===== config.mk =====
export PLATFORM = sky130hd
export DESIGN_NAME = matrix_keypad_debounce_scanner_core_flat
export DESIGN_NICKNAME = d
export VERILOG_FILES = /design/src/sv/mkds_pkg.sv /design/src/sv/mkds_if.sv /design/src/sv/mkds_debounce.sv /design/src/sv/mkds_out_reg.sv /design/src/sv/matrix_keypad_debounce_scanner_core.sv /design/src/flat_wrapper.sv
export SDC_FILE = /design/constraint.sdc
export NUM_CORES = 1
export LEC_CHECK = 0
export ABC_CLOCK_PERIOD_IN_PS = 3800
export BUFFER_PORTS_ARGS = -buffer_cell sky130_fd_sc_hd__buf_2
export CAP_MARGIN = 20
export CORE_AREA = 2 2 78 80
export DETAILED_ROUTE_END_ITERATION = 16
export DIE_AREA = 0 0 80 82
export PLACE_DENSITY = 0.82
export SLEW_MARGIN = 20
export SYNTH_ARGS = -nofsm -noshare
export SYNTH_HDL_FRONTEND = slang
export SYNTH_HIERARCHICAL = 1
export SYNTH_SLANG_ARGS = --single-unit

===== constraint.sdc =====
create_clock -name clk -period 3.8 [get_ports clk]
set_input_delay 0.95 -clock clk [delete_from_list [all_inputs] [get_ports clk]]
set_output_delay 0.95 -clock clk [all_outputs]
set_load 0.02 [all_outputs]

===== src/sv/mkds_pkg.sv =====
package mkds_pkg;

	localparam int COL_W  = 5;
	localparam int ROW_W  = 4;
	localparam int CODE_W = 5;
	localparam int CFG_W  = 8;
	localparam int IDX_W  = 2;

	localparam int ROWS_DEF    = 4;
	localparam int COLUMNS_DEF = 5;

	localparam logic [CFG_W-1:0] WINDOW_RST = 8'd10;
	localparam logic [CFG_W-1:0] ON_RST     = 8'd7;
	localparam logic [CFG_W-1:0] OFF_RST    = 8'd3;
	localparam logic [CFG_W-1:0] SUM_MAX    = 8'hFF;

	localparam logic [IDX_W-1:0] REG_WINDOW = 2'd0;
	localparam logic [IDX_W-1:0] REG_ON     = 2'd1;
	localparam logic [IDX_W-1:0] REG_OFF    = 2'd2;

	localparam logic MODE_TICK = 1'b0;
	localparam logic MODE_READ = 1'b1;

	typedef struct packed {
		logic             mode;
		logic [COL_W-1:0] col_lines;
		logic [ROW_W-1:0] row_hits;
	} req_t;

	typedef struct packed {
		logic [CODE_W-1:0] key_code;
		logic              key_ready;
		logic              key_down;
	} rsp_t;

	function automatic logic [2:0] highest_col(input logic [COL_W-1:0] v);
		logic [2:0] idx;
		idx = '0;
		for (int i = 0; i < COL_W; i++) begin
			if (v[i]) idx = 3'(i);
		end
		return idx;
	endfunction

	function automatic logic [1:0] highest_row(input logic [ROW_W-1:0] v);
		logic [1:0] idx;
		idx = '0;
		for (int i = 0; i < ROW_W; i++) begin
			if (v[i]) idx = 2'(i);
		end
		return idx;
	endfunction

endpackage


===== src/sv/mkds_if.sv =====
interface mkds_req_if;
	logic                        valid;
	logic                        ready;
	logic                        mode;
	logic [mkds_pkg::COL_W-1:0]  col_lines;
	logic [mkds_pkg::ROW_W-1:0]  row_hits;

	modport source(output valid, mode, col_lines, row_hits, input ready);
	modport sink(input valid, mode, col_lines, row_hits, output ready);
endinterface

interface mkds_rsp_if;
	logic                        valid;
	logic                        ready;
	logic [mkds_pkg::CODE_W-1:0] key_code;
	logic                        key_ready;
	logic                        key_down;

	modport source(output valid, key_code, key_ready, key_down, input ready);
	modport sink(input valid, key_code, key_ready, key_down, output ready);
endinterface

interface mkds_cfg_if;
	logic                        valid;
	logic                        ready;
	logic [mkds_pkg::IDX_W-1:0]  index;
	logic [mkds_pkg::CFG_W-1:0]  data;

	modport source(output valid, index, data, input ready);
	modport sink(input valid, index, data, output ready);
endinterface


===== src/sv/mkds_debounce.sv =====
module mkds_debounce #(
	parameter int ROWS    = mkds_pkg::ROWS_DEF,
	parameter int COLUMNS = mkds_pkg::COLUMNS_DEF
) (
	input  logic           clk,
	input  logic           arst_n,
	mkds_cfg_if.sink       cfg,
	input  logic           take,
	input  mkds_pkg::req_t item,
	output mkds_pkg::rsp_t rsp_d
);
	import mkds_pkg::*;

	logic [CFG_W-1:0]  window_q, on_thr_q, off_thr_q;
	logic [CFG_W-1:0]  tick_count_q, press_sum_q;
	logic              down_q, ready_q;
	logic [CODE_W-1:0] code_q;

	logic [COL_W-1:0]  col_mask, low_cols;
	logic [ROW_W-1:0]  row_mask, hit_rows;
	logic [CFG_W-1:0]  sum_inc, cnt_inc;
	logic              win_close, on_hit, down_mid, store;
	logic [CODE_W-1:0] code_new;

	logic [CFG_W-1:0]  tick_count_n, press_sum_n;
	logic              down_n, ready_n, ready_out;
	logic [CODE_W-1:0] code_n;

	for (genvar i = 0; i < COL_W; i++) begin : g_col_mask
		assign col_mask[i] = (i < COLUMNS);
	end
	for (genvar i = 0; i < ROW_W; i++) begin : g_row_mask
		assign row_mask[i] = (i < ROWS);
	end

	assign cfg.ready = 1'b1;

	always_comb begin
		low_cols  = ~item.col_lines & col_mask;
		hit_rows  = item.row_hits & row_mask;
		sum_inc   = press_sum_q + CFG_W'((|low_cols) && (press_sum_q != SUM_MAX));
		cnt_inc   = tick_count_q + CFG_W'(1);
		win_close = (cnt_inc >= window_q);
		on_hit    = win_close && (sum_inc >= on_thr_q) && !down_q;
		down_mid  = on_hit | down_q;
		store     = on_hit && (|low_cols) && (|hit_rows);
		code_new  = CODE_W'(COLUMNS * int'(highest_row(hit_rows))
			+ int'(highest_col(low_cols)));

		tick_count_n = tick_count_q;
		press_sum_n  = press_sum_q;
		down_n       = down_q;
		ready_n      = ready_q;
		code_n       = code_q;
		ready_out    = ready_q;

		unique case (item.mode)
			MODE_READ: begin
				ready_n = 1'b0;
			end
			MODE_TICK: begin
				tick_count_n = win_close ? '0 : cnt_inc;
				press_sum_n  = win_close ? '0 : sum_inc;
				down_n       = (win_close && (sum_inc <= off_thr_q)) ? 1'b0 : down_mid;
				if (store) begin
					ready_n = 1'b1;
					code_n  = code_new;
				end
				ready_out = ready_n;
			end
			default: ;
		endcase

		rsp_d = '{key_code: code_n, key_ready: ready_out, key_down: down_n};
	end

	always_ff @(posedge clk or negedge arst_n) begin
		if (!arst_n) begin
			window_q     <= WINDOW_RST;
			on_thr_q     <= ON_RST;
			off_thr_q    <= OFF_RST;
			tick_count_q <= '0;
			press_sum_q  <= '0;
			down_q       <= 1'b1;
			ready_q      <= 1'b0;
			code_q       <= '0;
		end else begin
			if (cfg.valid) begin
				unique case (cfg.index)
					REG_WINDOW: window_q  <= cfg.data;
					REG_ON:     on_thr_q  <= cfg.data;
					REG_OFF:    off_thr_q <= cfg.data;
					default: ;
				endcase
			end
			if (take) begin
				tick_count_q <= tick_count_n;
				press_sum_q  <= press_sum_n;
				down_q       <= down_n;
				ready_q      <= ready_n;
				code_q       <= code_n;
			end
		end
	end

endmodule


===== src/sv/mkds_out_reg.sv =====
module mkds_out_reg (
	input  logic           clk,
	input  logic           arst_n,
	input  logic           load,
	input  mkds_pkg::rsp_t rsp_d,
	input  logic           out_ready,
	output logic           out_valid,
	output mkds_pkg::rsp_t rsp_q,
	output logic           in_ready
);
	import mkds_pkg::*;

	logic valid_q;

	// free slot, or the held result leaves this cycle
	assign in_ready  = !valid_q || out_ready;
	assign out_valid = valid_q;

	always_ff @(posedge clk or negedge arst_n) begin
		if (!arst_n) begin
			valid_q <= 1'b0;
		end else if (in_ready) begin
			valid_q <= load;
		end
	end

	always_ff @(posedge clk) begin
		if (load) begin
			rsp_q <= rsp_d;
		end
	end

endmodule


===== src/sv/matrix_keypad_debounce_scanner_core.sv =====
// Keypad scanner with integrating debounce.
// A result is valid in the cycle after its item transfers.
// Throughput: one item per cycle while the output is not stalled; the single
// output register takes a new result in the same cycle the held one transfers out.
// Reset (arst_n low): window 10, thresholds 7 and 3, counters clear,
// key considered down, no key ready, buffered code 0, no result pending.
module matrix_keypad_debounce_scanner_core #(
	parameter int ROWS    = mkds_pkg::ROWS_DEF,
	parameter int COLUMNS = mkds_pkg::COLUMNS_DEF
) (
	input  logic      clk,
	input  logic      arst_n,
	mkds_req_if.sink  req,
	mkds_rsp_if.source rsp,
	mkds_cfg_if.sink  cfg
);
	import mkds_pkg::*;

	req_t item;
	rsp_t rsp_d, rsp_q;
	logic take, in_ready, out_valid;

	assign item = '{mode: req.mode, col_lines: req.col_lines, row_hits: req.row_hits};
	assign take = req.valid && in_ready;
	assign req.ready = in_ready;

	mkds_debounce #(
		.ROWS    (ROWS),
		.COLUMNS (COLUMNS)
	) u_debounce (
		.clk    (clk),
		.arst_n (arst_n),
		.cfg    (cfg),
		.take   (take),
		.item   (item),
		.rsp_d  (rsp_d)
	);

	mkds_out_reg u_out_reg (
		.clk       (clk),
		.arst_n    (arst_n),
		.load      (take),
		.rsp_d     (rsp_d),
		.out_ready (rsp.ready),
		.out_valid (out_valid),
		.rsp_q     (rsp_q),
		.in_ready  (in_ready)
	);

	assign rsp.valid     = out_valid;
	assign rsp.key_code  = rsp_q.key_code;
	assign rsp.key_ready = rsp_q.key_ready;
	assign rsp.key_down  = rsp_q.key_down;

endmodule


===== src/flat_wrapper.sv =====
// flat-port wrapper written by rule: the top's interface ports become plain ports
module matrix_keypad_debounce_scanner_core_flat import mkds_pkg::*;
#(
	parameter int ROWS    = mkds_pkg::ROWS_DEF,
	parameter int COLUMNS = mkds_pkg::COLUMNS_DEF
)
  (clk, arst_n, req_valid, req_mode, req_col_lines, req_row_hits, req_ready, rsp_valid, rsp_key_code, rsp_key_ready, rsp_key_down, rsp_ready, cfg_valid, cfg_index, cfg_data, cfg_ready);
  mkds_req_if req_i ();
  mkds_rsp_if rsp_i ();
  mkds_cfg_if cfg_i ();
  input  logic clk;
  input  logic arst_n;
  input wire logic [$bits(req_i.valid)-1:0] req_valid;
  input wire logic [$bits(req_i.mode)-1:0] req_mode;
  input wire logic [$bits(req_i.col_lines)-1:0] req_col_lines;
  input wire logic [$bits(req_i.row_hits)-1:0] req_row_hits;
  output wire logic [$bits(req_i.ready)-1:0] req_ready;
  output wire logic [$bits(rsp_i.valid)-1:0] rsp_valid;
  output wire logic [$bits(rsp_i.key_code)-1:0] rsp_key_code;
  output wire logic [$bits(rsp_i.key_ready)-1:0] rsp_key_ready;
  output wire logic [$bits(rsp_i.key_down)-1:0] rsp_key_down;
  input wire logic [$bits(rsp_i.ready)-1:0] rsp_ready;
  input wire logic [$bits(cfg_i.valid)-1:0] cfg_valid;
  input wire logic [$bits(cfg_i.index)-1:0] cfg_index;
  input wire logic [$bits(cfg_i.data)-1:0] cfg_data;
  output wire logic [$bits(cfg_i.ready)-1:0] cfg_ready;
  assign req_i.valid = req_valid;
  assign req_i.mode = req_mode;
  assign req_i.col_lines = req_col_lines;
  assign req_i.row_hits = req_row_hits;
  assign req_ready = req_i.ready;
  assign rsp_valid = rsp_i.valid;
  assign rsp_key_code = rsp_i.key_code;
  assign rsp_key_ready = rsp_i.key_ready;
  assign rsp_key_down = rsp_i.key_down;
  assign rsp_i.ready = rsp_ready;
  assign cfg_i.valid = cfg_valid;
  assign cfg_i.index = cfg_index;
  assign cfg_i.data = cfg_data;
  assign cfg_ready = cfg_i.ready;
  matrix_keypad_debounce_scanner_core #(.ROWS(ROWS), .COLUMNS(COLUMNS)) u_core (.clk(clk), .arst_n(arst_n), .req(req_i), .rsp(rsp_i), .cfg(cfg_i));
endmodule

==> impl_metrics.env, run 1 <==
export IMPL_status="finished, final reports clean"
export IMPL_finClkSkew_ns=0.008658
export IMPL_synth_edf_count=7
export IMPL_seq_area_frac_synth_pct=43.84
export IMPL_synth_flop_cell="dfrtp_1"
export IMPL_synth_xor_area_share_pct=3.782
export IMPL_crit_path_max_fanout=6
export IMPL_antenna_found_initial=0
export IMPL_placed_area_sq_um=3597
export IMPL_cts_buffers=5
export IMPL_num_antenna_cells=0
export IMPL_hold_violations=0
export IMPL_drive_above_1_share_pct=28.49
export IMPL_hp_class="reg -> reg"
export IMPL_syn_to_final_growth_pct=15.67
export IMPL_period_share_pct=94.27
export IMPL_place_gp_congestion=0.8187
export IMPL_finalSetupViolations=0
export IMPL_grt_max_degree=49
export IMPL_critical_path_class="reg -> reg"
export IMPL_synth_avg_cell_area_sq_um=10.63
export IMPL_postLayoutCoreUtil_pct=65.27
export IMPL_drc=0
export IMPL_layout_commonest_cell="dfrtp_1"
export IMPL_p_leak_nw=1.832
export IMPL_fin_hold_ws_ns=0.4978
export IMPL_placed_cells=423
export IMPL_numClockSinks=55
export IMPL_rows=28
export IMPL_crit_path_end_kind="flop"
export IMPL_synth_warnings=6
export IMPL_drtIter0Drc=130
export IMPL_final_cell_mix="dfrtp_1 (39), buf_2 (32), nand2_1 (32)"
export IMPL_synth_simple_area_share_pct=13.97
export IMPL_start_util_pct=56.42
export IMPL_postRouteAntennaNets=0
export IMPL_syn_num_nets=363
export IMPL_synthCells=305
export IMPL_cts_root_buf="clkbuf_8"
export IMPL_drtPass1Iterations=4
export IMPL_die_w_um=80
export IMPL_grt_pass1_vias=2481
export IMPL_tightest_slew_ns=0.6057
export IMPL_num_io_pins=35
export IMPL_synthArstFlopShare_pct=87.27
export IMPL_htreeDepth=2
export IMPL_viasPerCell=5.527
export IMPL_synth_area_sq_um=3242
export IMPL_fillers=470
export IMPL_die_area_sq_um=6560
export IMPL_fp_coreArea_sq_um=5746
export IMPL_pre_cts_slack_ns=-0.04847
export IMPL_startpoint_type="flop"
export IMPL_cp_arrival_ns=3.65
export IMPL_insertion_delay_ns=0.31
export IMPL_rsz0062_at_grt="no"
export IMPL_synth_area_mux_share_pct=10.27
export IMPL_design_area_sq_um=3750
export IMPL_max_freq_mhz=279.2
export IMPL_die_h_um=82
export IMPL_synth_top_family_by_area="simple AND/OR/NAND/NOR gates"
export IMPL_fin_cells=433
export IMPL_drt_wl_total_um=6495
export IMPL_cp_required_ns=3.87
export IMPL_synth_compound_area_share_pct=10.27
export IMPL_placement_io_buffers=33
export IMPL_slew_violations=0
export IMPL_ys_seq_elements=55
export IMPL_synth_fa_ha_area_share_pct=12.97
export IMPL_cts_tree="done"
export IMPL_fin_ws_ns=0.2178
export IMPL_vias=2393
export IMPL_hpwl_um=4911
export IMPL_synth_cell_types=49
export IMPL_cts_clk_slew_worst_paths_ns=0.10
export IMPL_ir_worst_vdd_mv=0.3655
export IMPL_avgRoutedWirePerCell_um=15.00
export IMPL_p_total_mw=1.888
export IMPL_cts_path_max_buffers=2
export IMPL_track_usage_pct=22.18
export IMPL_fin_crit_ns=3.582
export IMPL_max_cap_violations=0
export IMPL_p_per_area_nw_per_um2=503.4
export IMPL_fin_tns_setup_ns=0
export IMPL_overflow=0
export IMPL_grt_pass1_wl_um=11260
export IMPL_slew_headroom_pct=59.62
export IMPL_final_net_count=415
==> synth_stat cells (6+ instances only) <==
cell type	n	area share, %
dfrtp_1	40	31
ha_1	32	12
nand2_1	32	3.7
inv_1	29	3.4
o21ai_0	23	3.6
mux2_2	18	6.3
a21oi_1	11	1.7
nand3_1	10	1.5
xnor2_1	9	2.4
dfstp_2	8	6.5
mux2_1	8	2.8
edfxtp_1	7	6.5
nor2b_1	6	1.2
==> kinds of logic after synthesis <==
| kind of cell | Yosys count |
|---|---|
| DFF | 55 |
| adders and majority gates | 33 |
| AOI/OAI and AO/OA | 54 |
| muxes | 29 |
| buffers and inverters | 38 |
| xor gates and xnor gates | 14 |
| and+or+nand+nor | 81 |
| other | 1 |
==> path summary, 6_finish.rpt <==
path / cells past startpoint / end / slack, ns / from
min: 1 / u_core/u_debounce/code_q[3]$_DFFE_PN0P_ / 0.50 / u_core/u_debounce/code_q[3]$_DFFE_PN0P_
max reg2reg: 14 / u_core/u_out_reg/rsp_q[4]$_DFFE_PP_ / 0.22 / u_core/u_debounce/press_sum_q[2]$_DFFE_PN0P_
min in group asynchronous: 1 / u_core/u_debounce/press_sum_q[2]$_DFFE_PN0P_ / 0.64 / arst_n
min reg2reg: 1 / u_core/u_debounce/code_q[3]$_DFFE_PN0P_ / 0.50 / u_core/u_debounce/code_q[3]$_DFFE_PN0P_
max: 14 / u_core/u_out_reg/rsp_q[4]$_DFFE_PP_ / 0.22 / u_core/u_debounce/press_sum_q[2]$_DFFE_PN0P_
max in group asynchronous: 1 / u_core/u_debounce/press_sum_q[2]$_DFFE_PN0P_ / 2.74 / arst_n
==> report_power, final <==
group	internal [mW]	switching (mW)	total (mW)
sequential	0.717	0.0839	0.801
combinational	0.340	0.353	0.693
clock	0.197	0.196	0.393
total	1.25	0.633	1.89
==> worst max-delay path: stages (launching register included) <==
cell and delay, ns:
dfrtp_2 0.45, and3_1 0.21, and3_1 0.19, and4_1 0.19, a21oi_1 0.12, ha_2 0.22, buf_4 0.12, nand3_1 0.10
xnor2_1 0.18, ha_1 0.23, a2111oi_2 0.34, nor4_1 0.10, or3_4 0.36, nand4_4 0.16, mux2_1 0.34
==> layer usage <==
metal / share of wire, % / global-route usage (%) / vias to the layer above
met3: 3.8 / 4.176 / 4
li1: - / - / 1171
met4: 0.52 / 5.763 / 0
met1: 47 / 28.11 / 1164
met5: 0 / 0 / -
met2: 49 / 39.17 / 54
==> state kept, by name, indices dropped and copies added, names as in the netlist <==
| register | flops |
|---|---|
| u_core/u_debounce/off_thr_q | 8 |
| u_core/u_debounce/on_thr_q | 8 |
| u_core/u_debounce/press_sum_q | 8 |
| u_core/u_debounce/tick_count_q | 8 |
| u_core/u_debounce/window_q | 8 |
| u_core/u_out_reg/rsp_q | 7 |
| u_core/u_debounce/code_q | 5 |
| u_core/u_debounce/down_q | 1 |
| u_core/u_debounce/ready_q | 1 |
| u_core/u_out_reg/out_valid | 1 |
==> repair_timing <==
action,in CTS,in global routing
endpoints found under the setup margin,0,11
setup buffers,0,2
hold buffers,0,0
gates resized for setup,0,5
==> layout make-up <==
| class | count | area (sq um) | area share [%] |
|---|---|---|---|
| multi-input combinational | 212 | 1688 | 45.01 |
| sequential | 55 | 1423 | 37.94 |
| timing repair buffer | 54 | 325.3 | 8.675 |
| inverter | 29 | 108.9 | 2.903 |
| tap | 75 | 93.84 | 2.503 |
| clock buffer | 5 | 68.82 | 1.835 |
| clock inverter | 3 | 42.54 | 1.134 |
(Power assumes the default switching activity.)
==> inputs of run 2 (changes only) <==
--- a/config.mk
+++ b/config.mk
@@ -5,13 +5,14 @@
 export SDC_FILE = /design/constraint.sdc
 export NUM_CORES = 1
 export LEC_CHECK = 0
-export ABC_CLOCK_PERIOD_IN_PS = 3800
+export ABC_CLOCK_PERIOD_IN_PS = 3400
 export BUFFER_PORTS_ARGS = -buffer_cell sky130_fd_sc_hd__buf_2
 export CAP_MARGIN = 20
-export CORE_AREA = 2 2 78 80
+export CORE_AREA = 2 2 86 88
 export DETAILED_ROUTE_END_ITERATION = 16
-export DIE_AREA = 0 0 80 82
-export PLACE_DENSITY = 0.82
+export DIE_AREA = 0 0 88 90
+export MAX_ROUTING_LAYER = met4
+export PLACE_DENSITY = 0.7
 export SLEW_MARGIN = 20
 export SYNTH_ARGS = -nofsm -noshare
 export SYNTH_HDL_FRONTEND = slang
==> constraint.sdc (replaced) <==
create_clock -name clk -period 3.4 [get_ports clk]
set_input_delay 0.85 -clock clk [delete_from_list [all_inputs] [get_ports clk]]
set_output_delay 0.85 -clock clk [all_outputs]
set_load 0.02 [all_outputs]
==> run 2 against run 1 <==
Sequential cell count did not move. Final cell count grew 7.4%. Clock-buffer cell count rose by 1. Cell area rose by 5.7%. Sequential share of layout area decreased by 2.1 points. Sequential power is 12% higher. Core utilization is 8.8 points lower. Via count rose by 0.71%. Non-clock buffer count up 8. Routed wire length grew 7.1%. Critical path type unchanged. Highest routed layer unchanged.
==> impl_metrics.env, run 2 (synthesized netlist as in run 1, its figures left out) <==
export IMPL_slew_headroom_pct=58.93
export IMPL_vias=2410
export IMPL_place_gp_congestion=0.8044
export IMPL_placed_area_sq_um=3700
export IMPL_cp_arrival_ns=3.43
export IMPL_slew_violations=0
export IMPL_layout_commonest_cell="dfrtp_1"
export IMPL_crit_path_max_fanout=6
export IMPL_tightest_slew_ns=0.6160
export IMPL_crit_chain="and3_4, and3_4, and4_1, a21oi_2, ha_4, ha_4, nand3_2, xnor2_2, ha_4, a21oi_2, o22ai_1, or3_4, nand4_4, mux2_4"
export IMPL_num_antenna_cells=0
export IMPL_fin_hold_ws_ns=0.5059
export IMPL_cts_buffers=5
export IMPL_design_area_sq_um=3963
export IMPL_viasPerCell=5.183
export IMPL_hold_end="u_core/u_debounce/code_q[2]$_DFFE_PN0P_"
export IMPL_min_from="u_core/u_debounce/code_q[2]$_DFFE_PN0P_"
export IMPL_clockPowerShare_pct=16.8
export IMPL_fin_crit_ns=3.365
export IMPL_placement_io_buffers=33
export IMPL_intPower_mw=1.380
export IMPL_placed_cells=453
export IMPL_hold_violations=0
export IMPL_r2r_setup_slack_ns=0.03
export IMPL_drtIter0Drc=182
export IMPL_avgRoutedWirePerCell_um=14.97
export IMPL_cp_num_buf_inv=0
export IMPL_rsz0062_at_grt="yes"
export IMPL_final_cell_mix="dfrtp_1 (40), buf_2 (32), nand2_1 (32)"
export IMPL_grt_pass1_wl_um=11500
export IMPL_p_total_mw=2.139
export IMPL_startpoint_type="flop"
export IMPL_hp_class="reg -> reg"
export IMPL_grt_pass1_vias=2469
export IMPL_r2r_end="u_core/u_out_reg/rsp_q[3]$_DFFE_PP_"
export IMPL_fillers=622
export IMPL_power_switching_mw=0.7587
export IMPL_drt_wl_total_um=6959
export IMPL_syn_to_final_growth_pct=22.23
export IMPL_finalSetupViolations=0
export IMPL_drive_above_1_share_pct=34.97
export IMPL_ir_worst_vdd_mv=0.2625
export IMPL_switching_share_pct=35.47
export IMPL_p_per_area_nw_per_um2=539.8
export IMPL_period_share_pct=98.97
export IMPL_critical_path_class="reg -> reg"
export IMPL_max_stage_delay_ns=0.42
export IMPL_drtPass1Iterations=4
export IMPL_cp_top_family="simple AND/OR/NAND/NOR gates"
export IMPL_antenna_found_initial=0
export IMPL_postRouteAntennaNets=0
export IMPL_num_io_pins=35
export IMPL_insertion_delay_ns=0.31
export IMPL_multiInputGateArea_sq_um=1838
export IMPL_htreeDepth=2
export IMPL_cpMostUsedCell="ha_4"
export IMPL_hpwl_um=5172
export IMPL_fin_cells=465
export IMPL_start_util_pct=46.18
export IMPL_status="finished, final reports clean"
export IMPL_whs_path_depth=1
export IMPL_max_freq_mhz=297.2
export IMPL_rr_worst_depth=14
export IMPL_fp_coreArea_sq_um=7020
export IMPL_ff_latch_area_sq_um=1421
export IMPL_critPathSlowestCell="or3_4"
export IMPL_cts_clk_slew_worst_paths_ns=0.10
export IMPL_cp_required_ns=3.47
export IMPL_seq_power_share_pct=41.9
export IMPL_p_leak_nw=1.904
export IMPL_die_h_um=90
export IMPL_cts_root_buf="clkbuf_8"
export IMPL_drc=0
export IMPL_overflow=0
export IMPL_cts_path_max_buffers=2
export IMPL_comb_power_share_pct=41.4
export IMPL_die_w_um=88
export IMPL_rows=31
export IMPL_track_usage_pct=18.69
export IMPL_finClkSkew_ns=0.004920
export IMPL_die_area_sq_um=7920
export IMPL_numClockSinks=55
export IMPL_r2r_start="u_core/u_debounce/press_sum_q[2]$_DFFE_PN0P_"
export IMPL_final_net_count=423
export IMPL_grt_max_degree=49
export IMPL_crit_path_end_kind="flop"
export IMPL_cts_tree="done"
export IMPL_cts_hold_buf=0
export IMPL_max_cap_violations=0
==> run 2: changes by cell type in the layout (fill, tap and decap cells not counted), moves of 3 or more <==
cell,before,now
buf_4,22,30
a21oi_2,0,3
mux2_1,8,5
nand3_1,10,7
mux2_4,2,5
xnor2_1,8,5
xnor2_2,1,4
a21oi_1,11,8
==> run 2: stage by stage <==
| stage | util [%] | setup slack, ns | setup TNS [ns] |
|---|---|---|---|
| finish | 56.44 | 0.03488 | 0 |
| floorplan | - | -0.01134 | -0.03403 |
| CTS | 55.30 | 0.007286 | 0 |
| global placement | 52.70 | -0.1892 | -1.540 |
| global route | 56.44 | -0.1265 | -0.9683 |
| detailed placement | 52.70 | -0.3814 | -3.607 |
==> run 2: worst max-delay path by stage <==
stage	start	end	slack (ns)	cells after the start
2_1_floorplan	req_col_lines[3]	u_core/u_out_reg/rsp_q[3]$_DFFE_PP_	-0.01	12
3_3_place_gp	req_col_lines[3]	u_core/u_out_reg/rsp_q[5]$_DFFE_PP_	-0.19	13
3_5_place_dp	req_col_lines[3]	u_core/u_out_reg/rsp_q[3]$_DFFE_PP_	-0.38	13
4_1_cts	u_core/u_debounce/press_sum_q[2]$_DFFE_PN0P_	u_core/u_out_reg/rsp_q[3]$_DFFE_PP_	0.007	14
5_1_grt	u_core/u_debounce/press_sum_q[2]$_DFFE_PN0P_	u_core/u_out_reg/rsp_q[3]$_DFFE_PP_	-0.13	14
6_report	u_core/u_debounce/press_sum_q[2]$_DFFE_PN0P_	u_core/u_out_reg/rsp_q[3]$_DFFE_PP_	0.03	14
==> run 2: repair_timing <==
item / 4_1_cts / 5_1_grt
pin swaps: 8 / 5
endpoints found under the setup margin: 11 / 13
resized for setup: 15 / 9
buffers inserted: 2 / 2
==> run 2: layout make-up <==
cell class                 instances  share of cell area, %
inverter                          29                  2.747
timing repair buffer              62                  9.725
clock inverter                     2                 0.3158
multi-input combinational        212                  46.38
sequential                        55                  35.87
tap                               99                  3.126
clock buffer                       6                  1.831
==> run 2: worst register-to-register path, cell delays in order, from the launching register on <==
cell     delay (ns)
dfrtp_1        0.40
and3_4         0.20
and3_4         0.18
and4_1         0.20
a21oi_2        0.14
ha_4           0.19
ha_4           0.18
nand3_2        0.09
xnor2_2        0.21
ha_4           0.25
a21oi_2        0.14
o22ai_1        0.08
or3_4          0.42
nand4_4        0.14
mux2_4         0.32
==> run 2: routing by layer <==
metal,routed length (um),part of all wire [%],global-route usage (%)
met5,0,0,-
met4,39,0.56,3.205
met3,295,4.2,3.398
met2,3504,50,30.56
met1,3121,45,24.56
==> run 2: power groups by stage <==
stage / clock, mW / sequential, mW / combinational [mW]
after floorplan: 0 / 0.896 / 0.524
after global placement: 0 / 0.895 / 0.739
after detailed placement: 0 / 0.900 / 0.777
after CTS: 0.369 / 0.894 / 0.841
after global routing: 0.398 / 0.912 / 0.985
final: 0.359 / 0.895 / 0.885
==> inputs of run 3 (changes only) <==
--- a/config.mk
+++ b/config.mk
@@ -8,9 +8,9 @@
 export ABC_CLOCK_PERIOD_IN_PS = 3400
 export BUFFER_PORTS_ARGS = -buffer_cell sky130_fd_sc_hd__buf_2
 export CAP_MARGIN = 20
-export CORE_AREA = 2 2 86 88
+export CORE_AREA = 10 10 94 96
 export DETAILED_ROUTE_END_ITERATION = 16
-export DIE_AREA = 0 0 88 90
+export DIE_AREA = 0 0 104 106
 export MAX_ROUTING_LAYER = met4
 export PLACE_DENSITY = 0.7
 export SLEW_MARGIN = 20
==> run 3 against run 2 <==
Non-clock buffer count up 1. Cell area decreased by 1.6%. Final cell count grew 0.22%. Die area is 39% higher. Sequential cell count did not move. Routed wire length is 2.6% lower. Worst hold slack got worse by 0.0020 ns. Clock-buffer cell count unchanged.
==> impl_metrics.env, run 3 (synthesized netlist as in run 1, its figures left out) <==
export IMPL_num_antenna_cells=0
export IMPL_num_io_pins=35
export IMPL_cts_tree="done"
export IMPL_whs_path_depth=1
export IMPL_slew_headroom_pct=58.60
export IMPL_htreeDepth=2
export IMPL_cts_clk_slew_worst_paths_ns=0.10
export IMPL_cts_path_max_buffers=2
export IMPL_final_cell_mix="dfrtp_1 (40), buf_2 (32), nand2_1 (32)"
export IMPL_tightest_slew_ns=0.6210
export IMPL_dr_wl_met3_um=295
export IMPL_rows=31
export IMPL_die_h_um=106
export IMPL_cts_buffers=5
export IMPL_design_area_sq_um=3900
export IMPL_ir_worst_vdd_mv=0.3337
export IMPL_numClockSinks=55
export IMPL_drt_wl_total_um=6776
export IMPL_crit_start="u_core/u_debounce/press_sum_q[3]$_DFFE_PN0P_"
export IMPL_highest_layer="met4"
export IMPL_fin_crit_ns=3.341
export IMPL_start_util_pct=45.92
export IMPL_drc=0
export IMPL_die_area_sq_um=11020
export IMPL_die_w_um=104
export IMPL_finalSetupViolations=0
export IMPL_viasPerCell=5.174
export IMPL_insertion_delay_ns=0.31
export IMPL_p_total_mw=2.095
export IMPL_p_per_area_nw_per_um2=537.1
export IMPL_r2r_start="u_core/u_debounce/press_sum_q[3]$_DFFE_PN0P_"
export IMPL_p_leak_nw=1.878
export IMPL_hpwl_um=5141
export IMPL_min_from="u_core/u_debounce/code_q[0]$_DFFE_PN0P_"
export IMPL_wl_met2_um=3067
export IMPL_fillers=636
export IMPL_layout_commonest_cell="dfrtp_1"
export IMPL_vias=2411
export IMPL_syn_to_final_growth_pct=20.30
export IMPL_grt_pass1_vias=2530
export IMPL_cp_required_ns=3.47
export IMPL_overflow=0
export IMPL_avgRoutedWirePerCell_um=14.54
export IMPL_critical_path_class="reg -> reg"
export IMPL_grt_max_degree=49
export IMPL_rsz0062_at_grt="yes"
export IMPL_drive_above_1_share_pct=32.70
export IMPL_cp_arrival_ns=3.41
export IMPL_status="finished, final reports clean"
export IMPL_placed_cells=454
export IMPL_fin_cells=466
export IMPL_antenna_found_initial=0
export IMPL_grt_pass1_wl_um=11810
export IMPL_wl_met1_um=3310
export IMPL_placement_io_buffers=33
export IMPL_cts_root_buf="clkbuf_8"
export IMPL_track_usage_pct=13.01
export IMPL_fp_coreArea_sq_um=7059
export IMPL_hold_violations=0
export IMPL_final_net_count=424
export IMPL_slew_violations=0
export IMPL_hp_class="reg -> reg"
export IMPL_drtPass1Iterations=4
export IMPL_rr_worst_depth=14
export IMPL_startpoint_type="flop"
export IMPL_max_freq_mhz=299.3
export IMPL_finClkSkew_ns=0.003734
export IMPL_period_share_pct=98.27
export IMPL_crit_path_end_kind="flop"
export IMPL_placed_area_sq_um=3707
export IMPL_crit_path_max_fanout=6
export IMPL_max_cap_violations=0
export IMPL_drtIter0Drc=96
export IMPL_place_gp_congestion=0.8219
export IMPL_postRouteAntennaNets=0
[run 3: timing repair]
| action | in CTS | in global routing |
|---|---|---|
| hold buffers | 0 | 0 |
| pin swaps | 4 | 9 |
| buffers inserted | 1 | 3 |
| resized for setup | 4 | 10 |
| setup endpoints to repair | 5 | 12 |
| hold endpoints to repair | 0 | 0 |
[run 3: final cells by class]
type                       instances  area, sq um  area share (%)
clock buffer                       6        72.57           1.861
clock inverter                     2        12.51          0.3208
inverter                          29        108.9           2.791
multi-input combinational        212         1768           45.33
sequential                        55         1421           36.45
tap                               99        123.9           3.176
timing repair buffer              63        392.9           10.07
[run 3: critical path, stage by stage, from the launching register on]
cell and delay (ns):
dfrtp_1 0.39, and3_4 0.18, and3_4 0.14, and4_1 0.20
a21oi_2 0.14, ha_4 0.18, ha_4 0.17, nand3_4 0.07
xnor2_2 0.15, ha_1 0.34, nand3_2 0.10, nor4_2 0.31
or3_4 0.21, nand4_4 0.16, mux2_4 0.35
[run 3: report_power, final]
| group | switching, mW | internal (mW) |
|---|---|---|
| combinational | 0.420 | 0.426 |
| clock | 0.212 | 0.145 |
| sequential | 0.0907 | 0.801 |
[run 3: stage by stage]
stage	hold slack, ns	utilization [%]	setup TNS [ns]	worst slack, ns
finish	0.5039	55.25	0	0.05871
global route	0.5285	55.25	-0.8462	-0.1373
CTS	0.5045	54.13	0	0.02930
detailed placement	0.4816	52.52	-2.328	-0.2752
global placement	0.4728	52.52	-1.460	-0.1849
floorplan	0.4602	-	-0.03403	-0.01134
[run 3: path summary, 6_finish.rpt]
path,end,slack [ns]
max,u_core/u_out_reg/rsp_q[6]$_DFFE_PP_,0.06
min,u_core/u_debounce/code_q[0]$_DFFE_PN0P_,0.50
max reg2reg,u_core/u_out_reg/rsp_q[6]$_DFFE_PP_,0.06
min reg2reg,u_core/u_debounce/code_q[0]$_DFFE_PN0P_,0.50
max in group asynchronous,u_core/u_debounce/on_thr_q[3]$_DFFE_PN0P_,2.44
min in group asynchronous,u_core/u_debounce/press_sum_q[2]$_DFFE_PN0P_,0.54
[run 3: per-layer routing]
| metal | vias up | track usage (%) |
|---|---|---|
| met5 | - | - |
| met4 | 0 | 3.479 |
| met3 | 10 | 3.080 |
| met2 | 51 | 20.47 |
| met1 | 1160 | 16.49 |
| li1 | 1190 | - |
